File: src/hw/rtl/nbm_pkg.sv
// nbm_pkg: shared types and constants for the mod-12289 ntt butterfly core
// holds the request and response beat layouts, mode codes and barrett constants
// no dependencies
package nbm_pkg;

   localparam logic [13:0] Q             = 14'd12289;
   localparam logic [15:0] BARRETT_MUL   = 16'd43687;
   localparam int          BARRETT_SHIFT = 29;

   typedef enum logic [1:0] {
      MODE_FWD = 2'd0,
      MODE_INV = 2'd1,
      MODE_PNT = 2'd2,
      MODE_BAD = 2'd3
   } mode_type;

   typedef struct packed {
      logic [1:0]  mode;
      logic [13:0] first_coef;
      logic [13:0] second_coef;
      logic [13:0] twiddle;
   } req_type;

   typedef struct packed {
      logic [13:0] upper_result;
      logic [13:0] lower_result;
      logic        range_error;
   } rsp_type;

   // per-stage load enables of the multiply and reduce pipe
   typedef struct packed {
      logic prod;
      logic est;
      logic rem;
      logic red;
   } mm_en_type;

endpackage

File: src/hw/rtl/ntt_butterfly_mod_q_core.sv
// Butterfly unit for the number-theoretic transform modulo 12289: forward
// Cooley-Tukey (x+yw, x-yw), inverse Gentleman-Sande (x+y, (x-y)w) or pointwise
// product xw, with barrett reduction and an error flag that zeroes the results
// for out-of-range operands or mode 3. A beat passes through each stage register
// in turn into the response register; a new beat is accepted every cycle unless
// a response stall has filled the pipe. The six pipeline stages (operand prep,
// product, quotient estimate, remainder, conditional subtract, final add and
// subtract) each hold a valid bit; a stage loads whenever it is empty or the
// stage after it moves, so gaps close up and beats keep being accepted while a
// response waits under stall until the pipe is full. Depends on nbm_pkg and
// nbm_modmul.
module ntt_butterfly_mod_q_core (
   input  logic             clock,
   input  logic             reset,
   input  logic             req_valid,
   output logic             req_stall,
   input  nbm_pkg::req_type req_payload,
   output logic             rsp_valid,
   input  logic             rsp_stall,
   output nbm_pkg::rsp_type rsp_payload
);
   import nbm_pkg::*;

   localparam int NSTG = 6;

   typedef struct packed {
      mode_type    mode;
      logic [13:0] x;
      logic        err;
      logic [13:0] up;
   } side_type;

   function automatic logic [13:0] mod_add(input logic [13:0] a, input logic [13:0] b);
      logic [14:0] s;
      s = 15'(a) + 15'(b);
      if (s >= 15'(Q)) begin
         s = s - 15'(Q);
      end
      return s[13:0];
   endfunction

   function automatic logic [13:0] mod_sub(input logic [13:0] a, input logic [13:0] b);
      logic [14:0] d;
      if (a >= b) begin
         d = 15'(a) - 15'(b);
      end else begin
         d = 15'(a) + 15'(Q) - 15'(b);
      end
      return d[13:0];
   endfunction

   logic [NSTG:1] vld_ff, vld_in;
   logic [NSTG:1] en;
   side_type      side_ff [1:5];
   side_type      side_in;
   logic [13:0]   a_ff, a_in;
   logic [13:0]   b_ff;
   logic [13:0]   mm_res;
   mm_en_type     mm_en;
   rsp_type       rsp_ff, rsp_in;
   logic          bad;

   // stage enables, back to front
   always_comb begin
      en[NSTG] = !vld_ff[NSTG] || !rsp_stall;
      for (int i = NSTG - 1; i >= 1; i--) begin
         en[i] = !vld_ff[i] || en[i+1];
      end
      vld_in[1] = req_valid;
      for (int i = 2; i <= NSTG; i++) begin
         vld_in[i] = vld_ff[i-1];
      end
   end

   assign req_stall = !en[1];

   // operand prep and range check
   always_comb begin
      bad = (req_payload.first_coef >= Q) || (req_payload.twiddle >= Q) ||
            ((mode_type'(req_payload.mode) != MODE_PNT) &&
             (req_payload.second_coef >= Q)) ||
            (mode_type'(req_payload.mode) == MODE_BAD);
      side_in.mode = mode_type'(req_payload.mode);
      side_in.x    = req_payload.first_coef;
      side_in.err  = bad;
      side_in.up   = mod_add(req_payload.first_coef, req_payload.second_coef);
      unique case (mode_type'(req_payload.mode))
         MODE_FWD: a_in = req_payload.second_coef;
         MODE_INV: a_in = mod_sub(req_payload.first_coef, req_payload.second_coef);
         MODE_PNT: a_in = req_payload.first_coef;
         default:  a_in = req_payload.first_coef;
      endcase
   end

   always_ff @(posedge clock) begin
      if (reset) begin
         vld_ff <= '0;
      end else begin
         for (int i = 1; i <= NSTG; i++) begin
            if (en[i]) begin
               vld_ff[i] <= vld_in[i];
            end
         end
      end
   end

   always_ff @(posedge clock) begin
      if (en[1]) begin
         side_ff[1] <= side_in;
         a_ff       <= a_in;
         b_ff       <= req_payload.twiddle;
      end
      for (int i = 2; i <= 5; i++) begin
         if (en[i]) begin
            side_ff[i] <= side_ff[i-1];
         end
      end
      if (en[NSTG]) begin
         rsp_ff <= rsp_in;
      end
   end

   assign mm_en.prod = en[2];
   assign mm_en.est  = en[3];
   assign mm_en.rem  = en[4];
   assign mm_en.red  = en[5];

   nbm_modmul u_modmul (
      .clock (clock),
      .en    (mm_en),
      .a     (a_ff),
      .b     (b_ff),
      .res   (mm_res)
   );

   // final combine
   always_comb begin
      rsp_in.range_error = side_ff[5].err;
      unique case (side_ff[5].mode)
         MODE_FWD: begin
            rsp_in.upper_result = mod_add(side_ff[5].x, mm_res);
            rsp_in.lower_result = mod_sub(side_ff[5].x, mm_res);
         end
         MODE_INV: begin
            rsp_in.upper_result = side_ff[5].up;
            rsp_in.lower_result = mm_res;
         end
         MODE_PNT: begin
            rsp_in.upper_result = mm_res;
            rsp_in.lower_result = '0;
         end
         default: begin
            rsp_in.upper_result = '0;
            rsp_in.lower_result = '0;
         end
      endcase
      if (side_ff[5].err) begin
         rsp_in.upper_result = '0;
         rsp_in.lower_result = '0;
      end
   end

   assign rsp_valid   = vld_ff[NSTG];
   assign rsp_payload = rsp_ff;

endmodule

File: src/hw/rtl/nbm_modmul.sv
// nbm_modmul: four-stage barrett modular multiplier, modulus 12289
// product, quotient estimate, remainder, final conditional subtract
// depends on nbm_pkg
module nbm_modmul (
   input  logic               clock,
   input  nbm_pkg::mm_en_type en,
   input  logic [13:0]        a,
   input  logic [13:0]        b,
   output logic [13:0]        res
);
   import nbm_pkg::*;

   logic [27:0] prod_ff, prod_in;
   logic [27:0] prod2_ff;
   logic [14:0] est_ff, est_in;
   logic [43:0] est_full;
   logic [14:0] rem_ff, rem_in;
   logic [27:0] rem_full;
   logic [13:0] red_ff, red_in;

   always_comb begin
      prod_in  = 28'(a) * 28'(b);
      est_full = 44'(prod_ff) * 44'(BARRETT_MUL);
      est_in   = est_full[43:BARRETT_SHIFT];
      rem_full = prod2_ff - 28'(est_ff) * 28'(Q);
      rem_in   = rem_full[14:0];
      if (rem_ff >= 15'(Q)) begin
         red_in = 14'(rem_ff - 15'(Q));
      end else begin
         red_in = rem_ff[13:0];
      end
   end

   always_ff @(posedge clock) begin
      if (en.prod) begin
         prod_ff <= prod_in;
      end
      if (en.est) begin
         est_ff   <= est_in;
         prod2_ff <= prod_ff;
      end
      if (en.rem) begin
         rem_ff <= rem_in;
      end
      if (en.red) begin
         red_ff <= red_in;
      end
   end

   assign res = red_ff;

endmodule

File: config.mk
export PLATFORM = sky130hd
export DESIGN_NAME = ntt_butterfly_mod_q_core
export DESIGN_NICKNAME = d
export VERILOG_FILES = /design/src/hw/rtl/nbm_pkg.sv /design/src/hw/rtl/ntt_butterfly_mod_q_core.sv /design/src/hw/rtl/nbm_modmul.sv
export SDC_FILE = /design/constraint.sdc
export NUM_CORES = 1
export LEC_CHECK = 0
export ABC_AREA = 1
export BUFFER_PORTS_ARGS = -buffer_cell sky130_fd_sc_hd__buf_2
export CAP_MARGIN = 20
export CORE_ASPECT_RATIO = 1.5
export CORE_UTILIZATION = 59
export CTS_CLUSTER_DIAMETER = 150
export DETAILED_ROUTE_END_ITERATION = 8
export PLACE_DENSITY_LB_ADDON = 0.12
export REMOVE_ABC_BUFFERS = 1
export SETUP_SLACK_MARGIN = 0.2
export SYNTH_ARGS = -nofsm -noshare
export SYNTH_HDL_FRONTEND = slang
export SYNTH_SLANG_ARGS = --single-unit
File: constraint.sdc
create_clock -name clock -period 7.84 [get_ports clock]
set_input_delay 1.176 -clock clock [delete_from_list [all_inputs] [get_ports clock]]
set_output_delay 1.176 -clock clock [all_outputs]
set_load 0.01 [all_outputs]
Yosys cells after proc, flatten, opt, wreduce, memory -nomap -nowiden --
Memory sizes are Yosys's and may differ from the RTL's. Cells that the tools add are included.
Storage, ports and cells: memories 1, register bits 150, RAM bits 155, bits in read-only memories 0, output and inout port bits 31, latch bits 0
Cells by class: shift operators 0, muxes and demuxes 17, $add $sub $neg 12, magnitude comparators 8, bitwise operators 0, eq/ne operators 5, divide/modulo/power cells 0, $mul 3, reduce and logical (&&, ||, !) cells 20
Memory list:
- side_ff | words 5, bits a word 31, rd ports 5, clocked after memory_dff 0, wr ports 5, line ntt_butterfly_mod_q_core.sv:54 | side_type side_ff [1:5];
Operators with widths (number):
- one-hot mux 28 bit (3 select lines) | 1
- 2-to-1 mux 14 bit | 5
- subtractor 14 bit | 4
- greater-or-equal comparator 15 x 14 -> 1 bit (second input constant) | 3
- multiplier 28 x 16 -> 44 bit (second input constant) | 1
- greater-or-equal comparator 14 bit (second input constant) | 3
- subtractor 14 bit (second input constant) | 3
- adder 14 x 14 -> 15 bit | 2
- adder 14 bit (second input constant) | 2
- greater-or-equal comparator 14 bit | 2
- multiplier 14 x 14 -> 28 bit | 1
- one-hot mux 14 bit (2 select lines) | 1
- multiplier 15 x 14 -> 15 bit (second input constant) | 1
- subtractor 15 bit | 1
- 2-to-1 mux 1 bit | 10
- logical OR 1 bit | 9
- logical NOT 1 bit | 8
- equality test 2 x 1 -> 1 bit (second input constant) | 2
- equality test 2 bit (second input constant) | 2
- logical NOT 2 bit | 2
- inequality test 2 bit (second input constant) | 1
- logical AND 1 bit | 1

Logic depth before layout (Yosys ltp) --
Gate-level depths: netlist of the first run.
depth after elaboration 9, gate-level depth with buffers 27, mapped depth without buffers 26

Cells and area by module --
A second synthesis of the first run with hierarchy kept.
Unflattened totals: cells, all modules 3934, area total of the unflattened synthesis 34136.5 um^2
By module, submodules not included:
- nbm_modmul | area each 20474.6 um^2, cells an instance 2502, times used 1
- ntt_butterfly_mod_q_core | area each 13661.9 um^2, cells an instance 1432, times used 1

Worst setup path before layout of the first run --
OpenSTA, ideal clock, no wires.
path type input-to-reg, start point in rsp_stall, end point reg a_ff[0], enable pin, buffers on the path 0, stages on the path 11, slack -0.688 ns, arrival 8.114 ns, required time 7.426 ns, path through nand2_1 > nor2_1 > inv_1 > nor2_1 > inv_1 > nor2_1 > inv_1 > nor2_1 > inv_1 > nor2_1 > inv_1
On the way: longest elaborated chain between the ends 7
RTL lines:
- start, declared | line ntt_butterfly_mod_q_core.sv:19 | input logic rsp_stall,
- logical NOT 1 bit | line ntt_butterfly_mod_q_core.sv:65 | en[NSTG] = !vld_ff[NSTG] || !rsp_stall;
- logical OR 1 bit | line ntt_butterfly_mod_q_core.sv:65
- logical OR 1 bit | line ntt_butterfly_mod_q_core.sv:67 | en[i] = !vld_ff[i] || en[i+1];
- named net en, one bit | line ntt_butterfly_mod_q_core.sv:53 | logic [NSTG:1] en;
- logical OR 1 bit | line ntt_butterfly_mod_q_core.sv:67
- named net en, one bit | line ntt_butterfly_mod_q_core.sv:53
- logical OR 1 bit | line ntt_butterfly_mod_q_core.sv:67
- named net en, one bit | line ntt_butterfly_mod_q_core.sv:53
- logical OR 1 bit | line ntt_butterfly_mod_q_core.sv:67
- named net en, one bit | line ntt_butterfly_mod_q_core.sv:53
- logical OR 1 bit | line ntt_butterfly_mod_q_core.sv:67
- end signal, assigned | line ntt_butterfly_mod_q_core.sv:110 | a_ff <= a_in;
- end, declared | line ntt_butterfly_mod_q_core.sv:56 | logic [13:0] a_ff, a_in;
The timed path passes the listed nets, and every way through them passes these cells. A chain may end at the register's enable or synchronous reset.

Final worst setup path of the first run --
start point reg a_ff[7], end point reg u_modmul.prod_ff[26], data pin
On the way: longest elaborated chain between the ends 1
RTL lines:
- multiplier 14 x 14 -> 28 bit | line nbm_modmul.sv:22 | prod_in = 28'(a) * 28'(b);
- named net u_modmul.prod_in[26] | line nbm_modmul.sv:13 | logic [27:0] prod_ff, prod_in;
- end signal, assigned | line nbm_modmul.sv:36 | prod_ff <= prod_in;
- end, declared | line nbm_modmul.sv:13
The timed path passes the listed nets, and every way through them passes these cells.

==> results of run 1 <==
Yosys cell counts (11+ instances only):
cell / count
a21oi_1: 175
clkbuf_1: 38
edfxtp_1: 299
fa_1: 336
ha_1: 434
inv_1: 864
nand2_1: 613
nand2_2: 12
nand3_1: 139
nand4_1: 54
nor2_1: 152
nor3_1: 34
nor4_1: 15
o21a_1: 11
o21ai_0: 100
o21bai_1: 14
o221ai_1: 15
xnor2_1: 38
xor2_1: 91
final timing paths:
check / endpoint / from / depth (start not counted)
worst max-delay path: u_modmul.prod_ff[26]$_DFFE_PP_ / a_ff[7]$_DFFE_PN_ / 24
worst max register to register: u_modmul.prod_ff[26]$_DFFE_PP_ / a_ff[7]$_DFFE_PN_ / 24
worst min-delay path: side_ff[0][149]$_DFFE_PP_ / side_ff[0][118]$_DFFE_PP_ / 0
worst min register to register: side_ff[0][149]$_DFFE_PP_ / side_ff[0][118]$_DFFE_PP_ / 0
cells by family after synthesis:
kind of cell	Yosys count	share of synthesized area, %
xor gates and xnor gates	135	3.768
AOI/OAI and AO/OA	378	6.694
adders and majority gates	770	36.98
and+or+nand+nor	1055	13.91
DFF	305	27.67
buffers and inverters	941	10.98
registers in the layout, indices dropped and copies added (netlist names):
signal,cells
rsp_payload,29
a_ff,14
side_ff,155
vld_ff,6
u_modmul.prod_ff,28
u_modmul.est_ff,15
u_modmul.prod2_ff,15
u_modmul.rem_ff,15
b_ff,14
u_modmul.res,14
per-layer routing:
metal	track usage, %	up-vias	wire [µm]
met5	0	-	0
met4	13.83	0	3999
met3	2.167	201	3039
met2	56.36	682	43740
met1	34.03	11770	31500
li1	-	11485	-
stage by stage:
stage	setup TNS (ns)	hold slack [ns]
after floorplan	-41.35	0.4003
after global placement	0	0.4008
after detailed placement	0	0.4045
after CTS	0	0.4114
after global routing	0	0.4188
final	0	0.4134
layout make-up:
| type | count | area (µm²) |
|---|---|---|
| multi-input combinational | 2338 | 20170 |
| clock inverter | 20 | 336.6 |
| clock buffer | 33 | 750.7 |
| timing repair buffer | 88 | 473.0 |
| tap | 695 | 869.6 |
| sequential | 305 | 9099 |
| inverter | 877 | 3292 |
| fill | 4691 | 19930 |
==> impl_metrics.ini, run 1 <==
[critical_path]
crit_fanout = 14
crit_buf_inv = 7
crit_path_max_incr_delay_ns = 0.63
cp_common_cell = inv_1
cp.arrival_ns = 6.63
rrSetupSlack_ns = 1.54
crit_family = adder cells
required_ns = 8.17
cpMaxStageDelayCell = edfxtp_1
critPathLaunchType = flip-flop
crit_type = reg -> reg
end_kind = flip-flop
path_cells = nand2_1, inv_1, fa_1, inv_1, fa_1, inv_1, fa_1, fa_1, fa_1, inv_1, fa_1, inv_1, ha_1, a21oi_1, inv_1, o21ai_0, nand3_1, a21oi_1, inv_1, a21oi_1, o21ai_0, nand2_1, nand2_1, xor2_1

[global_route]
grt_pass1_vias = 25703
antenna_found_initial = 0
gr-total-overflow = 0
grt_usage_pct = 29.85
grt_max_degree = 63
grt_pass1_wl_mm = 132.1

[floorplan]
dieArea_um2 = 56690
core.rowCount = 105
coreArea_um2 = 54920
io_pins = 79
initial_utilization_pct = 59.87
fp.dieH_um = 291.1
fp.dieW_um = 194.7

[cts]
cts_sinks = 305
cts_tree = built
clockRootBuffer = clkbuf_16
clk_latency_ns = 0.60
clkSlewWorstSetupHoldPaths_ns = 0.07
cts_made_buffers = 29
cts_hold_buf = 0
clockBufferDepth = 3
postCtsSetupRepairBufs = 0
cts_resized = 0
h-tree-depth = 1

[placed_design]
dpl_cell_area_um2 = 33890
dpl.cell_count = 4302
dp_hpwl_mm = 67.67
gp_congestion = 0.9979
pre_cts_ws_ns = 1.514
io_buffers = 78

[synthesis]
synth.distinct_cells = 58
avgSynthCellArea_um2 = 9.173
synth_top_cells_by_area = edfxtp_1, fa_1, ha_1
synth.largest_area_cell = edfxtp_1
synth_area_um2 = 32880
synthArstFlopShare_pct = 0
ys_warn_count = 0
netlist_instances = 3584
synth_top_flop_cell = edfxtp_1
synth_top_area_share_pct = 27.31
yosysSeqAreaShare_pct = 27.67
ys_ff_latch = 305
synth_edf_count = 299

[cells_and_area]
drive_above_1_share_pct = 5.545
layout_common_cells = inv_1, nand2_1, ha_1, fa_1, edfxtp_1
fin_area_um2 = 34990
area_growth_pct = 6.424
utilization_pct = 63.72
final_cells = 4356
mostFrequentLayoutCell = inv_1
antennaDiodeCount = 0
finalNetCount = 4457

[timing]
rsz0062_at_grt = false
slew_headroom_pct = 28.57
slew_violations = 0
hold_viol_final = 0
period_share_pct = 80.39
fin_skew_ns = 0.02258
setup_slack_ns = 1.537
setup_viol = 0
worst_pin_slew_ns = 1.070
period_needed_ns = 6.303
fmax_ghz = 0.1587

[route]
drcViolationCount = 0
vias = 24138
drt_iter0_drc = 1308
wire_per_inst_um = 18.89
drt-pass1-iter-count = 5
vias_per_cell = 5.541
routed_wl_mm = 82.28
ant_nets = 0

[hold_path]
hold_path_class = reg -> reg

[flow_run]
drv_cap = 0

[status]
status = complete, no violations
Power of run 1 is not shown: default switching activity piles up to over one toggle a cycle in this logic, so the estimate is an artifact.
==> inputs of run 2 (changes only) <==
- clock period: 7.84 -> 5.1 ns (I/O delays scaled with it)
==> impl_metrics.ini, run 2 (synthesized netlist as in run 1, its figures left out) <==
[timing]
setup_slack_ns = -0.6522
finalSetupTns_ns = -12.40
slew_violations = 0
slew_headroom_pct = 34.94
period_needed_ns = 5.752
setup_viol = 34
worst_pin_slew_ns = 0.9748
fmax_ghz = 0.1738
rsz0062_at_grt = true
period_share_pct = 112.8
hold_viol_final = 0
hold_ws_ns = 0.3576
fin_skew_ns = 0.02539

[critical_path]
cp_common_cell = fa_1
crit_start = b_ff[4]$_DFFE_PN_
r2r-start = b_ff[4]$_DFFE_PN_
endpoint = u_modmul.prod_ff[27]$_DFFE_PP_
end_kind = flip-flop
worst_r2r_endpoint = u_modmul.prod_ff[27]$_DFFE_PP_
crit_path_max_incr_delay_ns = 0.54
worst_r2r_path_depth = 27
required_ns = 5.44
cpMaxStageDelayCell = fa_1
critPathLaunchType = flip-flop
cp.arrival_ns = 6.10
rrSetupSlack_ns = -0.65
crit_fanout = 4
crit_type = reg -> reg

[floorplan]
io_pins = 79
coreArea_um2 = 54920
dieArea_um2 = 56690
core.rowCount = 105
fp.dieW_um = 194.7
fp.dieH_um = 291.1
initial_utilization_pct = 59.87

[flow_run]
drv_cap = 0

[global_route]
grt_pass1_vias = 28056
grt_usage_pct = 32.30
grt_pass1_wl_mm = 143.0
gr-total-overflow = 0
antenna_found_initial = 3
grt_max_degree = 63

[route]
vias = 26500
drcViolationCount = 0
routed_wl_mm = 95.28
ant_nets = 0
wire_per_inst_um = 20.24
vias_per_cell = 5.629
drt_iter0_drc = 1499
drt-pass1-iter-count = 7

[status]
failed_checks = setup timing
status = finished with violations

[placed_design]
gp_congestion = 0.9836
pre_cts_ws_ns = -0.8818
io_buffers = 78
dp_hpwl_mm = 70.84

[cells_and_area]
utilization_pct = 72.21
drive_above_1_share_pct = 21.38
mostFrequentLayoutCell = inv_1
regMostFlops = side_ff
layout_common_cells = inv_1, nand2_1, ha_1, fa_1, edfxtp_1
antennaDiodeCount = 0
fillers = 3921
area_growth_pct = 20.60
finalNetCount = 4808
largest_reg_flops = 155

[hold_path]
hold_path_class = in -> reg

[cts]
cts_tree = built
cts_made_buffers = 29
cts_sinks = 305
clkSlewWorstSetupHoldPaths_ns = 0.07
clk_latency_ns = 0.61
cts_hold_buf = 0
clockBufferDepth = 3
clockRootBuffer = clkbuf_16
h-tree-depth = 1
==> run 2: cell count changes in the layout (fill, tap and decap cells not counted), moves of 20 or more <==
| cell | before | now |
|---|---|---|
| a21oi_2 | 4 | 34 |
| ha_4 | 0 | 62 |
| nor2_1 | 152 | 127 |
| a21oi_1 | 175 | 134 |
| inv_2 | 13 | 66 |
| o21ai_0 | 100 | 80 |
| inv_1 | 860 | 806 |
| buf_6 | 0 | 72 |
| nand2_2 | 12 | 42 |
| buf_4 | 9 | 288 |
| ha_1 | 434 | 371 |
| nand2_1 | 613 | 568 |
==> run 2: area by class of cell <==
class / count / area, µm² / share of cell area (%)
clock inverters: 15 / 178.9 / 0.4512
inverters: 877 / 3294 / 8.308
flip-flops and latches: 305 / 9099 / 22.95
well taps: 695 / 869.6 / 2.193
multi-input cells: 2338 / 22020 / 55.53
repair buffers: 439 / 3378 / 8.520
clock buffers: 39 / 813.3 / 2.051
==> run 2: worst min path at each step <==
stage          slack, ns  cells past startpoint                     start                        end
3_3_place_gp        0.40                      0  side_ff[0][74]$_DFFE_PP_  side_ff[0][105]$_DFFE_PP_
2_1_floorplan       0.40                      0  side_ff[0][69]$_DFFE_PP_  side_ff[0][100]$_DFFE_PP_
3_5_place_dp        0.40                      0  side_ff[0][69]$_DFFE_PP_  side_ff[0][100]$_DFFE_PP_
6_report            0.36                      1            req_payload[1]          b_ff[1]$_DFFE_PN_
5_1_grt             0.35                      1            req_payload[1]          b_ff[1]$_DFFE_PN_
4_1_cts             0.34                      1            req_payload[1]          b_ff[1]$_DFFE_PN_
==> run 2: critical path: cells and delay by family, from the launching register on <==
kind                       cells  cell delay [ns]
adders and majority gates      7             3.23
buffers and inverters         10             0.72
and+or+nand+nor                7             0.71
DFF                            1             0.44
AOI/OAI and AO/OA              2             0.32
xor gates and xnor gates       1             0.06
==> run 2: metrics by stage <==
step / cell area [µm²] / cells
4_1_cts: 38610 / 4671
2_1_floorplan: 32560 / 3520
3_3_place_gp: 35780 / 4554
3_5_place_dp: 35780 / 4554
6_report: 39650 / 4708
5_1_grt: 39650 / 4708
==> run 2: layer usage <==
metal	share of wire [%]	global-route usage (%)
met1	36	34.83
met2	51	59.93
met3	5.0	3.279
met4	8.3	20.63
met5	0.022	0
==> run 2: repair_timing <==
item	in CTS	in global routing
endpoints found under the setup margin	36	38
pin swaps	109	122
setup buffers	63	36
gates resized for setup	281	180
Power of run 2 is left out for the same reason.
